==> config.mk <==
export PLATFORM = sky130hd
export DESIGN_NAME = altitude_pid_thrust_command
export DESIGN_NICKNAME = d
export VERILOG_FILES = /design/src/rtl/aptc_pkg.sv /design/src/rtl/aptc_cfg_regs.sv /design/src/rtl/aptc_ctrl.sv /design/src/rtl/aptc_datapath.sv /design/src/rtl/altitude_pid_thrust_command.sv
export SDC_FILE = /design/constraint.sdc
export NUM_CORES = 2
export LEC_CHECK = 0
export BUFFER_PORTS_ARGS = -buffer_cell sky130_fd_sc_hd__buf_4
export CORE_UTILIZATION = 55
export DETAILED_ROUTE_END_ITERATION = 10
export PLACE_DENSITY = 0.69
export SETUP_SLACK_MARGIN = 0.4
export SLEW_MARGIN = 20
export SYNTH_ARGS = -nofsm -noshare
export SYNTH_HDL_FRONTEND = slang
export SYNTH_SLANG_ARGS = --single-unit
==> constraint.sdc <==
create_clock -name clk -period 9.38 [get_ports clk]
set_input_delay 0.938 -clock clk [delete_from_list [all_inputs] [get_ports clk]]
set_output_delay 0.938 -clock clk [all_outputs]
set_load 0.05 [all_outputs]
==> src/rtl/aptc_pkg.sv <==
`timescale 1ns / 1ps
// Shared types and constants for the altitude PID thrust command block.
package aptc_pkg;

    localparam int CFG_W   = 32;
    localparam int ADDR_W  = 5;
    localparam int CHUNK_W = 16;

    localparam logic [30:0] GRAVITY_RESET = 31'd642908;
    localparam logic [30:0] CEILING_RESET = 31'h7FFF_FFFF;
    localparam logic [30:0] TICK_RESET    = 31'd655;

    typedef enum logic [2:0] {
        REG_GAIN_INTEGRAL  = 3'd0,
        REG_GAIN_POSITION  = 3'd1,
        REG_GAIN_VELOCITY  = 3'd2,
        REG_GRAVITY_ACCEL  = 3'd3,
        REG_THRUST_FLOOR   = 3'd4,
        REG_THRUST_CEILING = 3'd5,
        REG_TICK_PERIOD    = 3'd6
    } reg_idx_t;

    typedef enum logic [1:0] {
        CLAMP_NONE    = 2'd0,
        CLAMP_FLOOR   = 2'd1,
        CLAMP_CEILING = 2'd2
    } clamp_t;

    typedef enum logic [2:0] {
        ST_IDLE,
        ST_LOAD,
        ST_MUL,
        ST_FIN,
        ST_APPLY,
        ST_GRAV
    } state_t;

    typedef enum logic [2:0] {
        PR_TICK,
        PR_KI,
        PR_KP,
        PR_KV,
        PR_MASS
    } prod_t;

    typedef struct packed {
        logic signed [31:0] gain_integral;
        logic signed [31:0] gain_position;
        logic signed [31:0] gain_velocity;
        logic        [30:0] gravity_accel;
        logic        [30:0] thrust_floor;
        logic        [30:0] thrust_ceiling;
        logic        [30:0] tick_period;
    } cfg_t;

    typedef struct packed {
        logic  capture;
        logic  mul_load;
        logic  mul_step;
        logic  mul_fin;
        logic  apply;
        logic  grav;
        prod_t sel;
    } dp_cmd_t;

    typedef struct packed {
        logic mul_last;
        logic out_free;
    } dp_sts_t;

endpackage

==> src/rtl/aptc_cfg_regs.sv <==
`timescale 1ns / 1ps
// APB configuration register file for gains, gravity, thrust limits and tick period.
module aptc_cfg_regs (
    input  logic                         clk,
    input  logic                         rst_n,
    input  logic                         psel,
    input  logic                         penable,
    input  logic                         pwrite,
    input  logic [aptc_pkg::ADDR_W-1:0]  paddr,
    input  logic [aptc_pkg::CFG_W-1:0]   pwdata,
    output logic [aptc_pkg::CFG_W-1:0]   prdata,
    output aptc_pkg::cfg_t               cfg
);
    import aptc_pkg::*;

    cfg_t     cfg_reg;
    cfg_t     cfg_next;
    reg_idx_t idx;
    logic     wr_en;

    assign idx   = reg_idx_t'(paddr[ADDR_W-1:2]);
    assign wr_en = psel && penable && pwrite;
    assign cfg   = cfg_reg;

    always_ff @(posedge clk or negedge rst_n)
    begin
        if (!rst_n)
        begin
            cfg_reg <= '{gain_integral:  '0,
                         gain_position:  '0,
                         gain_velocity:  '0,
                         gravity_accel:  GRAVITY_RESET,
                         thrust_floor:   '0,
                         thrust_ceiling: CEILING_RESET,
                         tick_period:    TICK_RESET};
        end
        else
        begin
            cfg_reg <= cfg_next;
        end
    end

    always_comb
    begin
        cfg_next = cfg_reg;
        if (wr_en)
        begin
            case (idx)
                REG_GAIN_INTEGRAL:  cfg_next.gain_integral  = $signed(pwdata);
                REG_GAIN_POSITION:  cfg_next.gain_position  = $signed(pwdata);
                REG_GAIN_VELOCITY:  cfg_next.gain_velocity  = $signed(pwdata);
                REG_GRAVITY_ACCEL:  cfg_next.gravity_accel  = pwdata[30:0];
                REG_THRUST_FLOOR:   cfg_next.thrust_floor   = pwdata[30:0];
                REG_THRUST_CEILING: cfg_next.thrust_ceiling = pwdata[30:0];
                REG_TICK_PERIOD:    cfg_next.tick_period    = pwdata[30:0];
                default:            cfg_next = cfg_reg;
            endcase
        end
    end

    always_comb
    begin
        case (idx)
            REG_GAIN_INTEGRAL:  prdata = cfg_reg.gain_integral;
            REG_GAIN_POSITION:  prdata = cfg_reg.gain_position;
            REG_GAIN_VELOCITY:  prdata = cfg_reg.gain_velocity;
            REG_GRAVITY_ACCEL:  prdata = {1'b0, cfg_reg.gravity_accel};
            REG_THRUST_FLOOR:   prdata = {1'b0, cfg_reg.thrust_floor};
            REG_THRUST_CEILING: prdata = {1'b0, cfg_reg.thrust_ceiling};
            REG_TICK_PERIOD:    prdata = {1'b0, cfg_reg.tick_period};
            default:            prdata = '0;
        endcase
    end

endmodule

==> src/rtl/aptc_ctrl.sv <==
`timescale 1ns / 1ps
// Sequencer that steps the shared multiplier through the five products of one tick.
module aptc_ctrl (
    input  logic               clk,
    input  logic               rst_n,
    input  logic               in_valid,
    output logic               in_ready,
    input  aptc_pkg::dp_sts_t  sts,
    output aptc_pkg::dp_cmd_t  cmd
);
    import aptc_pkg::*;

    state_t state_reg;
    state_t state_next;
    prod_t  sel_reg;
    prod_t  sel_next;

    always_ff @(posedge clk or negedge rst_n)
    begin
        if (!rst_n)
        begin
            state_reg <= ST_IDLE;
            sel_reg   <= PR_TICK;
        end
        else
        begin
            state_reg <= state_next;
            sel_reg   <= sel_next;
        end
    end

    always_comb
    begin
        state_next = state_reg;
        sel_next   = sel_reg;
        in_ready   = 1'b0;
        cmd        = '0;
        cmd.sel    = sel_reg;
        case (state_reg)
            ST_IDLE:
            begin
                in_ready = 1'b1;
                if (in_valid)
                begin
                    cmd.capture = 1'b1;
                    sel_next    = PR_TICK;
                    state_next  = ST_LOAD;
                end
            end
            ST_LOAD:
            begin
                cmd.mul_load = 1'b1;
                state_next   = ST_MUL;
            end
            ST_MUL:
            begin
                cmd.mul_step = 1'b1;
                if (sts.mul_last)
                begin
                    state_next = ST_FIN;
                end
            end
            ST_FIN:
            begin
                cmd.mul_fin = 1'b1;
                state_next  = ST_APPLY;
            end
            ST_APPLY:
            begin
                case (sel_reg)
                    PR_TICK:
                    begin
                        cmd.apply  = 1'b1;
                        sel_next   = PR_KI;
                        state_next = ST_LOAD;
                    end
                    PR_KI:
                    begin
                        cmd.apply  = 1'b1;
                        sel_next   = PR_KP;
                        state_next = ST_LOAD;
                    end
                    PR_KP:
                    begin
                        cmd.apply  = 1'b1;
                        sel_next   = PR_KV;
                        state_next = ST_LOAD;
                    end
                    PR_KV:
                    begin
                        cmd.apply  = 1'b1;
                        state_next = ST_GRAV;
                    end
                    PR_MASS:
                    begin
                        // hold until the result register can take the beat
                        if (sts.out_free)
                        begin
                            cmd.apply  = 1'b1;
                            state_next = ST_IDLE;
                        end
                    end
                    default:
                    begin
                        state_next = ST_IDLE;
                    end
                endcase
            end
            ST_GRAV:
            begin
                cmd.grav   = 1'b1;
                sel_next   = PR_MASS;
                state_next = ST_LOAD;
            end
            default:
            begin
                state_next = ST_IDLE;
            end
        endcase
    end

endmodule

==> src/rtl/aptc_datapath.sv <==
`timescale 1ns / 1ps
// Datapath: error terms, integral, chunked multiplier, command sum, thrust clamp, result register.
module aptc_datapath #(
    parameter int FRAC_BITS  = 16,
    parameter int DATA_WIDTH = 32
) (
    input  logic               clk,
    input  logic               rst_n,
    input  aptc_pkg::dp_cmd_t  cmd,
    output aptc_pkg::dp_sts_t  sts,
    input  aptc_pkg::cfg_t     cfg,
    input  logic               restart,
    input  logic signed [31:0] altitude_target,
    input  logic signed [31:0] altitude_measured,
    input  logic signed [31:0] climb_rate_target,
    input  logic signed [31:0] climb_rate_measured,
    input  logic signed [31:0] accel_feedforward,
    input  logic [30:0]        vehicle_mass,
    input  logic               out_ready,
    output logic               out_valid,
    output logic [30:0]        thrust_command,
    output logic signed [31:0] altitude_error,
    output logic [1:0]         clamp_status
);
    import aptc_pkg::*;

    localparam int MW      = (DATA_WIDTH > 32) ? DATA_WIDTH : 32;
    localparam int SW      = MW + 1;
    localparam int EW      = MW + 3;
    localparam int NCH     = (MW + CHUNK_W - 1) / CHUNK_W;
    localparam int AW      = NCH * CHUNK_W;
    localparam int PRW     = AW + MW;
    localparam int PART_W  = CHUNK_W + MW;
    localparam int CW      = (NCH > 1) ? $clog2(NCH) : 1;

    localparam logic signed [DATA_WIDTH-1:0] D_MAX = {1'b0, {(DATA_WIDTH-1){1'b1}}};
    localparam logic signed [DATA_WIDTH-1:0] D_MIN = {1'b1, {(DATA_WIDTH-1){1'b0}}};

    function automatic logic signed [DATA_WIDTH-1:0] sat_dw(input logic signed [EW-1:0] v);
        logic [EW-DATA_WIDTH:0] top;
        top = v[EW-1:DATA_WIDTH-1];
        if ((&top) || !(|top))
            return v[DATA_WIDTH-1:0];
        else if (v[EW-1])
            return D_MIN;
        else
            return D_MAX;
    endfunction

    logic signed [DATA_WIDTH-1:0] alt_err_reg, alt_err_next;
    logic signed [DATA_WIDTH-1:0] rate_err_reg, rate_err_next;
    logic signed [DATA_WIDTH-1:0] integ_reg, integ_next;
    logic signed [31:0]           ff_reg, ff_next;
    logic [30:0]                  mass_reg, mass_next;
    logic signed [EW-1:0]         acc_reg, acc_next;
    logic [AW-1:0]                a_mag_reg, a_mag_next;
    logic [MW-1:0]                b_mag_reg, b_mag_next;
    logic                         neg_reg, neg_next;
    logic [CW-1:0]                cnt_reg, cnt_next;
    logic [PRW-1:0]               pacc_reg, pacc_next;
    logic signed [DATA_WIDTH-1:0] mres_reg, mres_next;
    logic                         out_valid_reg, out_valid_next;
    logic [30:0]                  thrust_reg, thrust_next;
    logic signed [31:0]           alt_out_reg, alt_out_next;
    clamp_t                       clamp_reg, clamp_next;

    logic signed [EW-1:0]         alt_diff;
    logic signed [EW-1:0]         rate_diff;
    logic signed [SW-1:0]         op_a;
    logic signed [SW-1:0]         op_b;
    logic signed [SW-1:0]         mag_a;
    logic signed [SW-1:0]         mag_b;
    logic [PART_W-1:0]            part;
    logic [PRW-1:0]               q;
    logic                         q_hi_nz;
    logic                         q_top;
    logic                         q_low_nz;
    logic signed [DATA_WIDTH-1:0] acc_sat;
    logic signed [SW-1:0]         thr_ext;
    logic signed [SW-1:0]         floor_ext;
    logic signed [SW-1:0]         ceil_ext;
    logic signed [SW-1:0]         alt_ext;
    logic                         out_load;

    assign alt_diff  = EW'(altitude_target) - EW'(altitude_measured);
    assign rate_diff = EW'(climb_rate_target) - EW'(climb_rate_measured);

    always_comb
    begin
        case (cmd.sel)
            PR_TICK:
            begin
                op_a = SW'(alt_err_reg);
                op_b = SW'($signed({1'b0, cfg.tick_period}));
            end
            PR_KI:
            begin
                op_a = SW'(cfg.gain_integral);
                op_b = SW'(integ_reg);
            end
            PR_KP:
            begin
                op_a = SW'(cfg.gain_position);
                op_b = SW'(alt_err_reg);
            end
            PR_KV:
            begin
                op_a = SW'(cfg.gain_velocity);
                op_b = SW'(rate_err_reg);
            end
            PR_MASS:
            begin
                op_a = SW'($signed({1'b0, mass_reg}));
                op_b = $signed(acc_reg[SW-1:0]);
            end
            default:
            begin
                op_a = '0;
                op_b = '0;
            end
        endcase
    end

    assign mag_a = op_a[SW-1] ? -op_a : op_a;
    assign mag_b = op_b[SW-1] ? -op_b : op_b;

    assign part = a_mag_reg[AW-1 -: CHUNK_W] * b_mag_reg;

    assign q        = pacc_reg >> FRAC_BITS;
    assign q_hi_nz  = |q[PRW-1:DATA_WIDTH];
    assign q_top    = q[DATA_WIDTH-1];
    assign q_low_nz = |q[DATA_WIDTH-2:0];

    assign acc_sat   = sat_dw(acc_reg);
    assign thr_ext   = SW'(mres_reg);
    assign floor_ext = SW'($signed({1'b0, cfg.thrust_floor}));
    assign ceil_ext  = SW'($signed({1'b0, cfg.thrust_ceiling}));
    assign alt_ext   = SW'(alt_err_reg);
    assign out_load  = cmd.apply && (cmd.sel == PR_MASS);

    always_comb
    begin
        alt_err_next  = alt_err_reg;
        rate_err_next = rate_err_reg;
        integ_next    = integ_reg;
        ff_next       = ff_reg;
        mass_next     = mass_reg;
        acc_next      = acc_reg;
        a_mag_next    = a_mag_reg;
        b_mag_next    = b_mag_reg;
        neg_next      = neg_reg;
        cnt_next      = cnt_reg;
        pacc_next     = pacc_reg;
        mres_next     = mres_reg;
        thrust_next   = thrust_reg;
        alt_out_next  = alt_out_reg;
        clamp_next    = clamp_reg;

        if (cmd.capture)
        begin
            alt_err_next  = sat_dw(alt_diff);
            rate_err_next = sat_dw(rate_diff);
            ff_next       = accel_feedforward;
            mass_next     = vehicle_mass;
            if (restart)
            begin
                integ_next = '0;
            end
        end

        if (cmd.mul_load)
        begin
            a_mag_next = AW'(mag_a[MW-1:0]);
            b_mag_next = mag_b[MW-1:0];
            neg_next   = op_a[SW-1] ^ op_b[SW-1];
            cnt_next   = '0;
            pacc_next  = '0;
        end

        if (cmd.mul_step)
        begin
            // top chunk first, shift the running sum up one chunk per step
            pacc_next  = (pacc_reg << CHUNK_W) + PRW'(part);
            a_mag_next = a_mag_reg << CHUNK_W;
            cnt_next   = cnt_reg + CW'(1);
        end

        if (cmd.mul_fin)
        begin
            if (neg_reg)
            begin
                if (q_hi_nz || (q_top && q_low_nz))
                    mres_next = D_MIN;
                else
                    mres_next = $signed(-q[DATA_WIDTH-1:0]);
            end
            else
            begin
                if (q_hi_nz || q_top)
                    mres_next = D_MAX;
                else
                    mres_next = $signed(q[DATA_WIDTH-1:0]);
            end
        end

        if (cmd.apply)
        begin
            case (cmd.sel)
                PR_TICK:
                begin
                    integ_next = sat_dw(EW'(integ_reg) + EW'(mres_reg));
                end
                PR_KI:
                begin
                    acc_next = EW'(ff_reg) + EW'(mres_reg);
                end
                PR_KP, PR_KV:
                begin
                    acc_next = acc_reg + EW'(mres_reg);
                end
                PR_MASS:
                begin
                    alt_out_next = alt_ext[31:0];
                    if (thr_ext < floor_ext)
                    begin
                        thrust_next = cfg.thrust_floor;
                        clamp_next  = CLAMP_FLOOR;
                    end
                    else if (thr_ext > ceil_ext)
                    begin
                        thrust_next = cfg.thrust_ceiling;
                        clamp_next  = CLAMP_CEILING;
                    end
                    else
                    begin
                        thrust_next = thr_ext[30:0];
                        clamp_next  = CLAMP_NONE;
                    end
                end
                default:
                begin
                    acc_next = acc_reg;
                end
            endcase
        end

        if (cmd.grav)
        begin
            acc_next = EW'(sat_dw(EW'(acc_sat) + EW'($signed({1'b0, cfg.gravity_accel}))));
        end
    end

    always_comb
    begin
        if (out_load)
            out_valid_next = 1'b1;
        else if (out_ready)
            out_valid_next = 1'b0;
        else
            out_valid_next = out_valid_reg;
    end

    always_ff @(posedge clk or negedge rst_n)
    begin
        if (!rst_n)
        begin
            integ_reg     <= '0;
            cnt_reg       <= '0;
            out_valid_reg <= 1'b0;
        end
        else
        begin
            integ_reg     <= integ_next;
            cnt_reg       <= cnt_next;
            out_valid_reg <= out_valid_next;
        end
    end

    always_ff @(posedge clk)
    begin
        alt_err_reg  <= alt_err_next;
        rate_err_reg <= rate_err_next;
        ff_reg       <= ff_next;
        mass_reg     <= mass_next;
        acc_reg      <= acc_next;
        a_mag_reg    <= a_mag_next;
        b_mag_reg    <= b_mag_next;
        neg_reg      <= neg_next;
        pacc_reg     <= pacc_next;
        mres_reg     <= mres_next;
        thrust_reg   <= thrust_next;
        alt_out_reg  <= alt_out_next;
        clamp_reg    <= clamp_next;
    end

    assign sts.mul_last = (cnt_reg == CW'(NCH - 1));
    assign sts.out_free = !out_valid_reg || out_ready;

    assign out_valid      = out_valid_reg;
    assign thrust_command = thrust_reg;
    assign altitude_error = alt_out_reg;
    assign clamp_status   = clamp_reg;

endmodule

==> src/rtl/altitude_pid_thrust_command.sv <==
`timescale 1ns / 1ps
// Altitude PID thrust command: top level with APB register port and item channels.
// Each input beat runs five multiplies in turn on one shared 16-bit by word-wide multiplier,
// N partial products each, N = ceil(max(DATA_WIDTH,32)/16); a new input beat is taken only
// once the previous tick has finished all five.
// A held result does not block the next input beat; the next result waits for it to drain.
// Reset: gains, floor and integral clear, gravity, ceiling and tick period to defaults, no beat held.
module altitude_pid_thrust_command #(
    parameter int FRAC_BITS  = 16,
    parameter int DATA_WIDTH = 32
) (
    input  logic                         clk,
    input  logic                         rst_n,
    input  logic                         psel,
    input  logic                         penable,
    input  logic                         pwrite,
    input  logic [aptc_pkg::ADDR_W-1:0]  paddr,
    input  logic [aptc_pkg::CFG_W-1:0]   pwdata,
    output logic [aptc_pkg::CFG_W-1:0]   prdata,
    output logic                         pready,
    input  logic                         in_valid,
    output logic                         in_ready,
    input  logic                         restart,
    input  logic signed [31:0]           altitude_target,
    input  logic signed [31:0]           altitude_measured,
    input  logic signed [31:0]           climb_rate_target,
    input  logic signed [31:0]           climb_rate_measured,
    input  logic signed [31:0]           accel_feedforward,
    input  logic [30:0]                  vehicle_mass,
    output logic                         out_valid,
    input  logic                         out_ready,
    output logic [30:0]                  thrust_command,
    output logic signed [31:0]           altitude_error,
    output logic [1:0]                   clamp_status
);
    import aptc_pkg::*;

    cfg_t    cfg;
    dp_cmd_t cmd;
    dp_sts_t sts;

    assign pready = 1'b1;

    aptc_cfg_regs u_cfg (
        .clk     (clk),
        .rst_n   (rst_n),
        .psel    (psel),
        .penable (penable),
        .pwrite  (pwrite),
        .paddr   (paddr),
        .pwdata  (pwdata),
        .prdata  (prdata),
        .cfg     (cfg)
    );

    aptc_ctrl u_ctrl (
        .clk      (clk),
        .rst_n    (rst_n),
        .in_valid (in_valid),
        .in_ready (in_ready),
        .sts      (sts),
        .cmd      (cmd)
    );

    aptc_datapath #(
        .FRAC_BITS  (FRAC_BITS),
        .DATA_WIDTH (DATA_WIDTH)
    ) u_dp (
        .clk                 (clk),
        .rst_n               (rst_n),
        .cmd                 (cmd),
        .sts                 (sts),
        .cfg                 (cfg),
        .restart             (restart),
        .altitude_target     (altitude_target),
        .altitude_measured   (altitude_measured),
        .climb_rate_target   (climb_rate_target),
        .climb_rate_measured (climb_rate_measured),
        .accel_feedforward   (accel_feedforward),
        .vehicle_mass        (vehicle_mass),
        .out_ready           (out_ready),
        .out_valid           (out_valid),
        .thrust_command      (thrust_command),
        .altitude_error      (altitude_error),
        .clamp_status        (clamp_status)
    );

    a_busy_after_accept: assert property (@(posedge clk) disable iff (!rst_n)
        (in_valid && in_ready) |=> !in_ready)
        else $error("input taken while a tick is in progress");

    a_fin_after_last_step: assert property (@(posedge clk) disable iff (!rst_n)
        cmd.mul_fin |-> $past(cmd.mul_step && sts.mul_last))
        else $error("product finished before its last partial product");

    a_result_from_mass: assert property (@(posedge clk) disable iff (!rst_n)
        $rose(out_valid) |-> $past(cmd.apply && (cmd.sel == PR_MASS)))
        else $error("result beat raised without a thrust clamp step");

endmodule

==> flow_summary.toml <==
[die]
start_util = 0.5571
dieHeight_microns = 332.0
core_sq_um = 107500
ios = 336
die_width_microns = 332.0
fp.dieArea_sq_um = 110200
placement_rows = 120

[global_routing]
grt_max_degree = 96
antenna_found_initial = 17
grt-ovfl-total = 0
grt_pass1_wl_microns = 302800
grt_pass1_vias = 49580
track_usage = 0.3642

[route]
drc = 0
avgViaCountPerCell = 6.184
wire_per_inst_microns = 24.93
first_pass_iters = 6
via_count = 50010
postRouteAntennaNets = 0
drtIter0Drc = 4732
finalWirelength_microns = 201500

[yosys]
synth_nets = 7503
synth_flop_cell = "edfxtp_1"
ys_types = 93
async_reset_ff_frac = 0.4012
syn_area_sq_um = 59890
avgSynthCellArea_sq_um = 9.331
synth_edf_count = 372
ys_seq_area_frac = 0.3015
synthCells = 6418
synth-seq-cells = 648
ys_warn_count = 0

[clocking]
clock-sinks = 648
clk_latency_ns = 0.66
hold_buffers = 0
cts_tree = "built"
cts_setup_buffers = 0
htreeDepth = 3
cts-root-buf = "clkbuf_16"
numCtsBuffers = 74
clockBufferDepth = 3
ctsResizeCount = 0
clkTransAtPathRegs_ns = 0.06

[final_layout]
nNetsFinal = 7698
areaGrowthSynthToFinish_pct = 11.07
largest_reg_flops = 220
drive_gt1_frac = 0.1293
n_fill_cell = 9239

[timing]
rsz0062_at_grt = "false"
finalSetupTns_ns = 0
setup_violations = 0
fin_crit_ns = 8.138
finalCritPeriodShare = 0.8676
hold_viol_final = 0
clock_skew_ns = 0.02835
slew_headroom = 0.2172
slew_viol_final = 0
fmax_mhz = 122.9
worstMarginPinSlew_ns = 1.171

[critical_path]
worstSetupStartpointType = "register"
timing_worst_setup_path_type = "register to register"
worstPathMaxFanout = 19
cp.arrival_ns = 8.51
cp.required_ns = 9.75
endpoint_kind = "register"

[placed_design]
numPortBuffers = 332
place_hpwl_microns = 154500
finalWeightedCongestion = 1.000

[status]
status = "complete, no violations"

[job]
drv_cap = 0

[worst_hold_path]
hold_class = "primary input to async pin"
Yosys cell counts (52+ instances only):
cell type	instances	area (sq um)
a211oi_1	53	397.9
a21o_1	127	953.4
a21oi_1	449	2247
a22oi_1	99	743.2
and2_1	237	1483
clkbuf_1	259	972.2
dfrtp_1	211	5280
edfxtp_1	372	11170
fa_1	456	9129
ha_1	393	4917
inv_1	801	3007
mux2_2	201	2263
mux2i_1	140	1401
nand2_1	658	2470
nand3_1	82	410.4
nand4_1	52	325.3
nor2_1	332	1246
nor2b_1	62	387.9
nor3_1	63	315.3
o21ai_0	398	1992
xnor2_1	155	1358
xor2_1	108	945.9
worst paths after layout:
path                                     from           endpoint  slack (ns)  depth (start not counted)
min                                     rst_n       u_cfg.cfg[4]        0.30                          1
max in group asynchronous               rst_n  u_ctrl.sel_reg[0]        6.95                          3
max reg2reg                u_dp.a_mag_reg[22]  u_dp.pacc_reg[56]        1.24                         24
max                        u_dp.a_mag_reg[22]  u_dp.pacc_reg[56]        1.24                         24
min reg2reg                 u_dp.a_mag_reg[0]  u_dp.a_mag_reg[0]        0.45                          2
min in group clk            u_dp.a_mag_reg[0]  u_dp.a_mag_reg[0]        0.45                          2
worst max-delay path, stage by stage (launching register included):
cell and delay (ns):
edfxtp_1 0.96, buf_4 0.34, and2_1 0.17, fa_1 0.42
inv_1 0.08, fa_1 0.44, fa_1 0.52, inv_1 0.06
fa_1 0.50, fa_1 0.50, inv_1 0.05, fa_1 0.48
inv_1 0.04, ha_1 0.26, buf_4 0.17, a211oi_1 0.44
o21ai_0 0.20, a41oi_1 0.24, o21ai_0 0.16, a311oi_1 0.43
a2111oi_0 0.21, o31ai_1 0.82, nor2b_1 0.13, xnor2_1 0.17
nor2_1 0.05
final cells by class:
type,instances,area (sq um),area share
antenna,10,25.02,0.0003762
clock buffer,95,2053,0.03087
timing repair buffer,425,3253,0.04890
clock inverter,41,571.8,0.008596
multi-input combinational,4659,37770,0.5678
inverter,805,3022,0.04542
sequential,648,18070,0.2716
tap,1403,1755,0.02639
cell families (layout without fill, tap and decap cells):
logic type,after synthesis,count (layout),synth area share
buffers and inverters,1111,1366,0.07018
xor gates and xnor gates,263,263,0.03846
AOI/OAI and AO/OA,1516,1516,0.1585
adders and majority gates,855,855,0.2355
other,1,11,0.00006262
and+or+nand+nor,1679,1679,0.1330
DFF,648,648,0.3015
muxes,345,345,0.06270
placed cells by master (no fill, tap or decap), types with 16 or more instances in the layout:
cell	count
nor2_1	325
nand4_1	52
dfstp_2	49
nor4_1	17
nor2b_1	58
and2_1	235
fa_1	456
a21o_1	127
mux2i_1	139
ha_1	393
nand2_1	657
xor2_1	108
o21a_1	40
o22a_1	27
edfxtp_1	372
dfrtp_1	208
buf_4	420
or3_1	28
xnor2_1	155
a21oi_1	446
a31oi_1	44
a22oi_1	99
o21bai_1	31
a221o_1	19
and3_1	40
o211ai_1	24
o311ai_0	17
dfxtp_1	16
inv_1	800
nand3_1	82
mux2_2	201
nand2b_1	45
clkbuf_16	76
nor3_1	62
o21ai_0	397
o22ai_1	17
o31ai_1	19
a211oi_1	53
metrics by stage:
stage	util	hold slack (ns)	setup WS, ns	std cells	area (sq um)
6_report	0.6188	0.2994	1.242	8086	66520
5_1_grt	0.6187	0.3835	0.6052	8083	66510
4_1_cts	0.6180	0.3355	1.168	8073	66430
3_5_place_dp	0.5936	0.4288	1.212	7937	63810
3_3_place_gp	0.5933	0.4315	1.243	7936	63780
2_1_floorplan	-	0.4180	2.794	6418	59890
routing by layer:
| layer | share of wire | track usage | wire length [microns] | vias to the layer above |
|---|---|---|---|---|
| met2 | 0.46 | 0.5772 | 91880 | 2271 |
| met4 | 0.061 | 0.2054 | 12300 | 10 |
| met1 | 0.40 | 0.4752 | 80140 | 24730 |
| li1 | - | - | - | 22480 |
| met3 | 0.085 | 0.06008 | 17160 | 509 |
| met5 | 0.00029 | 0 | 58 | - |
Power is left out: the tool's default activity adds up to more than one toggle a clock period on the data nets, which glitch-free logic cannot reach.
